`config.mk`:
```
export PLATFORM = sky130hd
export DESIGN_NAME = varint_length_prefixed_decoder_top
export DESIGN_NICKNAME = d
export VERILOG_FILES = /design/src/rtl/vlpd_pkg.sv /design/src/rtl/vlpd_core.sv /design/src/rtl/vlpd_out_stage.sv /design/src/rtl/varint_length_prefixed_decoder_top.sv
export SDC_FILE = /design/constraint.sdc
export NUM_CORES = 1
export LEC_CHECK = 0
export BUFFER_PORTS_ARGS = -buffer_cell sky130_fd_sc_hd__buf_4
export CORE_ASPECT_RATIO = 1.1
export CORE_MARGIN = 4
export CORE_UTILIZATION = 50
export CTS_CLUSTER_SIZE = 30
export DETAILED_ROUTE_END_ITERATION = 6
export GPL_TIMING_DRIVEN = 0
export PLACE_DENSITY_LB_ADDON = 0.05
export REMOVE_ABC_BUFFERS = 1
export SETUP_SLACK_MARGIN = 0.1
export SLEW_MARGIN = 0
export SYNTH_ARGS = -nofsm -noshare
export SYNTH_HDL_FRONTEND = slang
export SYNTH_HIERARCHICAL = 1
export SYNTH_SLANG_ARGS = --single-unit
```
`constraint.sdc`:
```
create_clock -name aclk -period 4.8 [get_ports aclk]
set_input_delay 0.72 -clock aclk [delete_from_list [all_inputs] [get_ports aclk]]
set_output_delay 0.72 -clock aclk [all_outputs]
set_load 0.005 [all_outputs]
```
`src/rtl/vlpd_pkg.sv`:
```
// ----------------------------------------------------------------------------
// vlpd_pkg
// Shared widths, codes and types for the length-prefixed varint decoder.
// ----------------------------------------------------------------------------
`timescale 1ns / 1ps
`default_nettype none

package vlpd_pkg;

    localparam int unsigned BYTE_W            = 8;
    localparam int unsigned VALUE_W           = 64;
    localparam int unsigned CNT_W             = 4;
    localparam int unsigned MAX_PAYLOAD_BYTES = 8;

    localparam int unsigned APB_ADDR_W = 3;
    localparam int unsigned APB_DATA_W = 32;

    localparam logic [APB_ADDR_W-1:0] ADDR_IMMEDIATE_LIMIT = 3'd0;
    localparam logic [BYTE_W-1:0]     LIMIT_RESET          = 8'd240;

    localparam logic STATUS_OK         = 1'b0;
    localparam logic STATUS_BAD_LENGTH = 1'b1;

    typedef struct packed {
        logic               valid;
        logic [VALUE_W-1:0] value;
        logic               status;
    } result_t;

endpackage

`default_nettype wire

```
`src/rtl/vlpd_core.sv`:
```
// ----------------------------------------------------------------------------
// vlpd_core
// Header/payload parser: holds the payload state and forms one result per
// completed value or bad header.
// ----------------------------------------------------------------------------
`timescale 1ns / 1ps
`default_nettype none

module vlpd_core #(
    parameter int unsigned MAX_PAYLOAD_BYTES = vlpd_pkg::MAX_PAYLOAD_BYTES
) (
    input  wire logic                        aclk,
    input  wire logic                        aresetn,
    input  wire logic                        accept,
    input  wire logic [vlpd_pkg::BYTE_W-1:0] in_byte,
    input  wire logic [vlpd_pkg::BYTE_W-1:0] immediate_limit,
    output vlpd_pkg::result_t                result
);

    localparam int unsigned BW = vlpd_pkg::BYTE_W;
    localparam int unsigned VW = vlpd_pkg::VALUE_W;
    localparam int unsigned CW = vlpd_pkg::CNT_W;

    logic          in_payload_reg, in_payload_next;
    logic [CW-1:0] bytes_left_reg, bytes_left_next;
    logic [VW-1:0] acc_reg, acc_next;
    logic [BW-1:0] len;

    assign len = in_byte - immediate_limit;

    always_comb begin
        in_payload_next = in_payload_reg;
        bytes_left_next = bytes_left_reg;
        acc_next        = acc_reg;
        result          = '0;
        if (accept) begin
            if (in_payload_reg) begin
                acc_next        = {acc_reg[VW-BW-1:0], in_byte};
                bytes_left_next = bytes_left_reg - CW'(1);
                if (bytes_left_next == '0) begin
                    in_payload_next = 1'b0;
                    result.valid    = 1'b1;
                    result.value    = acc_next;
                    result.status   = vlpd_pkg::STATUS_OK;
                end
            end else if (in_byte == immediate_limit) begin
                result.valid  = 1'b1;
                result.value  = '0;
                result.status = vlpd_pkg::STATUS_OK;
            end else if (in_byte < immediate_limit) begin
                result.valid  = 1'b1;
                result.value  = VW'(in_byte);
                result.status = vlpd_pkg::STATUS_OK;
            end else if (len > BW'(MAX_PAYLOAD_BYTES)) begin
                result.valid  = 1'b1;
                result.value  = '0;
                result.status = vlpd_pkg::STATUS_BAD_LENGTH;
            end else begin
                in_payload_next = 1'b1;
                bytes_left_next = len[CW-1:0];
                acc_next        = '0;
            end
        end
    end

    always_ff @(posedge aclk) begin
        if (!aresetn) begin
            in_payload_reg <= 1'b0;
            bytes_left_reg <= '0;
        end else begin
            in_payload_reg <= in_payload_next;
            bytes_left_reg <= bytes_left_next;
        end
        acc_reg <= acc_next;
    end

endmodule

`default_nettype wire

```
`src/rtl/vlpd_out_stage.sv`:
```
// ----------------------------------------------------------------------------
// vlpd_out_stage
// Result register of the decoder; loads while empty or while being drained.
// ----------------------------------------------------------------------------
`timescale 1ns / 1ps
`default_nettype none

module vlpd_out_stage (
    input  wire logic                         aclk,
    input  wire logic                         aresetn,
    input  wire vlpd_pkg::result_t            result,
    output logic                              load_ok,
    output logic                              m_tvalid,
    input  wire logic                         m_tready,
    output logic [vlpd_pkg::VALUE_W-1:0]      m_tdata,
    output logic                              m_tuser
);

    logic                         valid_reg, valid_next;
    logic [vlpd_pkg::VALUE_W-1:0] value_reg;
    logic                         status_reg;

    assign load_ok = !valid_reg || m_tready;

    always_comb begin
        valid_next = valid_reg;
        if (load_ok) begin
            valid_next = result.valid;
        end
    end

    always_ff @(posedge aclk) begin
        if (!aresetn) begin
            valid_reg <= 1'b0;
        end else begin
            valid_reg <= valid_next;
        end
        if (load_ok && result.valid) begin
            value_reg  <= result.value;
            status_reg <= result.status;
        end
    end

    assign m_tvalid = valid_reg;
    assign m_tdata  = value_reg;
    assign m_tuser  = status_reg;

endmodule

`default_nettype wire

```
`src/rtl/varint_length_prefixed_decoder_top.sv`:
```
// ----------------------------------------------------------------------------
// varint_length_prefixed_decoder_top
// Decodes length-prefixed big-endian varints from a byte stream.
// ----------------------------------------------------------------------------
// Throughput: one byte per cycle while m_tready is high; input stalls while
// a result waits in the result register with m_tready low.
// A result is valid in the cycle after the byte that completes it; the single
// result register lies between the two and loads while being drained.
// Reset (aresetn low, synchronous): header state, output empty, limit 240.
// ----------------------------------------------------------------------------
`timescale 1ns / 1ps
`default_nettype none

module varint_length_prefixed_decoder_top #(
    parameter int unsigned MAX_PAYLOAD_BYTES = vlpd_pkg::MAX_PAYLOAD_BYTES
) (
    input  wire logic                              aclk,
    input  wire logic                              aresetn,
    // APB configuration
    input  wire logic                              psel,
    input  wire logic                              penable,
    input  wire logic                              pwrite,
    input  wire logic [vlpd_pkg::APB_ADDR_W-1:0]   paddr,
    input  wire logic [vlpd_pkg::APB_DATA_W-1:0]   pwdata,
    output logic [vlpd_pkg::APB_DATA_W-1:0]        prdata,
    output logic                                   pready,
    // input items
    input  wire logic                              s_tvalid,
    output logic                                   s_tready,
    input  wire logic [7:0]                        s_tdata,  // [7:0] in_byte
    // result items
    output logic                                   m_tvalid,
    input  wire logic                              m_tready,
    output logic [63:0]                            m_tdata,  // [63:0] value
    output logic                                   m_tuser   // [0] status
);

    localparam int unsigned BW = vlpd_pkg::BYTE_W;
    localparam int unsigned DW = vlpd_pkg::APB_DATA_W;

    logic [BW-1:0]     limit_reg, limit_next;
    logic              cfg_write;
    vlpd_pkg::result_t result;
    logic              load_ok;
    logic              accept;

    assign pready    = 1'b1;
    assign cfg_write = psel && penable && pwrite && pready;

    always_comb begin
        limit_next = limit_reg;
        if (cfg_write && paddr == vlpd_pkg::ADDR_IMMEDIATE_LIMIT) begin
            limit_next = pwdata[BW-1:0];
        end
    end

    always_ff @(posedge aclk) begin
        if (!aresetn) begin
            limit_reg <= vlpd_pkg::LIMIT_RESET;
        end else begin
            limit_reg <= limit_next;
        end
    end

    always_comb begin
        prdata = '0;
        if (paddr == vlpd_pkg::ADDR_IMMEDIATE_LIMIT) begin
            prdata = DW'(limit_reg);
        end
    end

    assign s_tready = load_ok;
    assign accept   = s_tvalid && s_tready;

    vlpd_core #(
        .MAX_PAYLOAD_BYTES(MAX_PAYLOAD_BYTES)
    ) u_core (
        .aclk           (aclk),
        .aresetn        (aresetn),
        .accept         (accept),
        .in_byte        (s_tdata),
        .immediate_limit(limit_reg),
        .result         (result)
    );

    vlpd_out_stage u_out (
        .aclk    (aclk),
        .aresetn (aresetn),
        .result  (result),
        .load_ok (load_ok),
        .m_tvalid(m_tvalid),
        .m_tready(m_tready),
        .m_tdata (m_tdata),
        .m_tuser (m_tuser)
    );

    a_err_value_zero: assert property (@(posedge aclk) disable iff (!aresetn)
        m_tvalid && m_tuser == vlpd_pkg::STATUS_BAD_LENGTH |-> m_tdata == '0)
        else $error("error result carries a nonzero value");

    a_stall_blocks_input: assert property (@(posedge aclk) disable iff (!aresetn)
        m_tvalid && !m_tready |-> !s_tready)
        else $error("input taken while result register is full and stalled");

    a_limit_reset: assert property (@(posedge aclk)
        !aresetn |=> limit_reg == vlpd_pkg::LIMIT_RESET)
        else $error("immediate limit not restored by reset");

    a_result_only_on_accept: assert property (@(posedge aclk) disable iff (!aresetn)
        result.valid |-> accept)
        else $error("result formed without an accepted item");

endmodule

`default_nettype wire
```
Yosys cells after proc, flatten, opt, wreduce, memory -nomap -nowiden. Index checks and enable logic that the tools add are counted.

Bits in registers: 135. Bits of input ports: 50. Logic and storage cells: 45.

Order comparisons: 2. Reduce and logical (&&, ||, !) cells: 10. Equal/unequal tests: 4. Muxes and demuxes: 20. $add $sub $neg: 2.

Operators with widths (count): $mux W66 (6); $mux W56 (4); $mux W4 (4); $eq A8 B8 Y1 (1); $gt A8 B4 Y1 const B (1); $lt A8 B8 Y1 (1); $mux W8 (1); $sub A8 B8 Y8 (1); $ne A2 B1 Y1 const B (3); $logic_and A1 B1 Y1 (5); $mux W1 (5); $logic_not A4 Y1 (1); $reduce_and A4 Y1 (1); $sub A4 B1 Y4 const B (1); $logic_not A3 Y1 (1); $logic_not A1 Y1 (1); $logic_or A1 B1 Y1 (1).

Depth between registers and ports, before layout.
Depth after elaboration: 8. Gate-level depth with buffers: 11. Mapped depth without buffers: 11.

Cells and area by module. The synthesis kept the hierarchy.

Modules (own cells, without submodules): vlpd_core (instances 1, cells each 311, area an instance 3383.2 um^2); vlpd_out_stage (instances 1, cells each 70, area an instance 2009.4 um^2); varint_length_prefixed_decoder_top (instances 1, cells each 74, area an instance 606.8 um^2).

Worst setup path before layout. Ideal clock, no wire load.

Kind: in2reg. Start point: input port s_tdata[0]. End point: register u_core.acc_reg[0] (enable). Arrival: 3.659 ns. Required time: 4.390 ns. Cell stages on the path: 9. Path buffers: 0. Setup slack: 0.731 ns. Path through: inv_1 -> ha_1 -> fa_1 -> nand2b_2 -> a21oi_2 -> mux2i_1 -> a2111o_1 -> o31a_2 -> inv_1.

Longest elaborated chain between the ends: 4. Elaborated cells between the ends (all ways): 8. Those cells by class: add/sub: 1; order compare: 2; eq/ne: 4; reduce/logical: 1.

RTL lines: from (decl) (line varint_length_prefixed_decoder_top.sv:30) `input wire logic [7:0] s_tdata,`; $sub A8 B8 Y8 (line vlpd_core.sv:29) `assign len = in_byte - immediate_limit;`; $gt A8 B4 Y1 (line vlpd_core.sv:54) `end else if (len > BW'(MAX_PAYLOAD_BYTES)) begin`; $ne A2 B1 Y1 (no source line); $reduce_and A4 Y1 (no source line) *; to (signal assigned) (line vlpd_core.sv:74) `acc_reg <= acc_next;`; to (decl) (line vlpd_core.sv:26) `logic [VW-1:0] acc_reg, acc_next;`.

Mark *: on every way between the ends. The rest lies on a longest branch, timed or not. A chain may end at the register's enable or synchronous reset.

==> metrics.md <==
| Metric | Value |
|---|---|
| CP Data Arrival Time | `~3.6 ns` |
| Synth area leader | `edfxtp_1` |
| # DRC | `0` |
| RSZ-0062 raised after global routing | `no` |
| Peak supply drop | `around 0.21 mV` |
| R2r setup slk | `roughly 1.3 ns` |
| CTS tree | `yes` |
| Leading post-synthesis cells by cell area | `edfxtp_1, and2_1, dfxtp_1` |
| Synth cell count leaders | `and2_1, edfxtp_1, buf_4` |
| Fin cells | `~720` |
| Port Buffer Count | `100` |
| Share of the yosys chip area belonging to registers | `0.652` |
| CTS root buffer | `clkbuf_16` |
| Flip-flop count of the largest register after layout | `between 60 and 70` |
| Reg clk slew, reported paths | `about 0.060 ns` |
| Outcome | `complete, no violations` |
| DR vias | `3569` |
| Synth warn | `6` |
| Post-route ant nets | `0` |
| CTS resizes | `0` |
| Final Total Pwr | `between 2000 and 3000 µW` |
| Worst Reg-to-Reg Cells | `9` |
| Worst-path fanout max | `65` |
| First-pass GRT wire length | `between 15 and 20 mm` |
| Initial core utilization | `0.517` |
| RePlAce Congestion | `between 0.8 and 0.9` |
| Layout cells sized above 1 | `0.261` |
| CTS Buf Count | `17` |
| Fraction of registers with async set/reset | `0` |
| DRT iter0 DRCs | `~180` |
| Total clock sinks | `approximately 140` |
| Startpoint types | `primary input` |
| Number of distinct library cells after synthesis | `59` |
| Row cnt | `between 40 and 50` |
| Slew Limit Fails | `0` |
| Pre-antenna DRT Iters | `4` |
| All-Layer GR Usage | `0.159` |
| Pin count of the biggest net entering global routing | `66` |
| Final WL | `~11 mm` |
| Pre-CTS WS | `0.802 ns` |
| FF-to-FF End | `u_out/m_tdata[21]` |
| Min-delay src | `limit_reg[2]` |
| Die width | `around 110 µm` |
| Post-synth top flop | `edfxtp_1` |
| Fin area | `approximately 0.0073 mm²` |
| Setup repair bufs after CTS | `0` |
| Final setup viols | `0` |
| Avg Cell Area, Syn | `about 13 µm²` |
| Hold buffers post-CTS | `0` |
| Min setup slack post-route | `about 1.2 ns` |
| Worst relative slew slack | `0.396` |
| Reg2reg start | `limit_reg[6]` |
| Flops & latches, synth | `roughly 140` |
| Fin crit share | `0.745` |
| Placed cells | `between 600 and 700` |
| Pwr Density | `roughly 360 mW/mm²` |
| Kind of critical path | `in -> reg` |
| Final setup skew | `0.00743 ns` |
| Crit end category | `flip-flop` |
| Area of the die | `around 0.014 mm²` |
| Worst Max-Slew Pin Slew | `around 0.91 ns` |
| Vias in the first global route | `roughly 3600` |
| Leak pwr | `between 0.003 and 0.004 µW` |
| Top cell type's share of synthesized area | `0.606` |
| Clk buf depth | `2` |
| Fmax | `between 200 and 300 MHz` |
| Wire length per cell | `14.7 µm` |
| Number of flops mapped to enable cells by yosys | `~120` |
| CTS H-tree lvls | `4` |
| Gr ovfl total | `0` |
| Vias per cell | `~5` |
| # IOs | `150` |
| Final net count | `between 600 and 700` |
| Latest clock arrival within the worst-skew pair | `~0.40 ns` |
| Syn-to-layout area delta | `22.4%` |
| HP Class | `reg -> reg` |
| DP Area | `approximately 0.0068 mm²` |
| Cell Area, Synth | `between 0.005 and 0.006 mm²` |
| Post-DP HPWL | `approximately 7 mm` |
| Fin. Hold Viols | `0` |
| Critical Path RT | `just under 5 ns` |
| Syn Inst Count | `roughly 460` |
| Most numerous cell in the Yosys netlist | `and2_1` |
| Die Y | `approximately 120 µm` |
| Hold path depth | `2` |
| Worst Hold Path EP | `limit_reg[2]` |
| Fin crit period | `between 3 and 4 ns` |
| Max-Cap Viols | `0` |
| N_diodes | `0` |
| Initial antenna violation count | `0` |
| Core ar. | `around 0.012 mm²` |
| Worst Setup SP | `s_tdata[0]` |
cell families after synthesis:
family | after synthesis | synth area share
and+or+nand+nor | 190 | 0.190
DFF | 135 | 0.652
buffers and inverters | 65 | 0.0599
AOI/OAI and AO/OA | 40 | 0.0526
adders and majority gates | 11 | 0.0242
muxes | 9 | 0.0150
xor gates and xnor gates | 3 | 0.00438
other | 2 | 0.00125
area by class of cell:
type                            count  area [µm²]
Clock buffer                       18         429
Clock inverter                     14         128
Fill cell                         948        4250
Inverter                           21        78.8
Multi-Input combinational cell    278        1810
Sequential cell                   135        3920
Tap cell                          150         188
Timing Repair Buffer              102         791
layer usage:
layer | GRT usage | vias up | wire (µm)
li1 | - | 1755 | -
met1 | 0.182 | 1675 | 4320
met2 | 0.274 | 110 | 5320
met3 | 0.0478 | 29 | 597
met4 | 0.0774 | 0 | 323
met5 | 0 | - | 0
metrics by stage:
step / util / setup TNS (ns) / hold slack (ns)
final: 0.633 / 0 / 0.471
after global routing: 0.633 / 0 / 0.508
after CTS: 0.633 / 0 / 0.473
after detailed placement: 0.585 / 0 / 0.465
after global placement: 0.582 / -9.11 / 0.459
after floorplan: - / 0 / 0.443
how the worst max path moves through the flow:
stage,endpoint,slack (ns),cells past startpoint
floorplan,u_core/acc_reg[0],0.73,9
global placement,u_core/acc_reg[21],-0.17,10
detailed placement,u_out/m_tdata[7],0.80,11
CTS,u_out/m_tdata[14],1.23,11
global route,u_out/m_tdata[23],1.06,11
finish,u_out/m_tdata[21],1.23,11
placed cells by master (no fill, tap or decap), drive strengths merged, types with 3 or more instances in the layout:
master	count
a21boi	4
conb	25
inv	23
o211ai	4
clkbuf	18
ha	10
and3	11
nor3	3
mux2i	9
nand3	5
nand2	17
clkinv	10
o21ai	3
dfxtp	14
o22ai	3
and2	124
buf	102
nand4	3
edfxtp	121
nand2b	4
nor2	13
a21oi	6
where the power goes:
group          switching (µW)  internal, µW
Combinational            80.5          76.0
Sequential               11.5          1310
Clock                     478           715
Total                     570          2100
critical path: stages:
cell	delay, ns
buf_4	0.08
inv_1	0.04
ha_1	0.22
fa_1	0.43
nand2b_2	0.22
a21oi_2	0.20
mux2i_1	0.21
a2111o_1	0.24
o31ai_1	0.12
a21boi_0	0.27
and2_4	0.80
No activity file was read; power rests on OpenSTA's default activity.
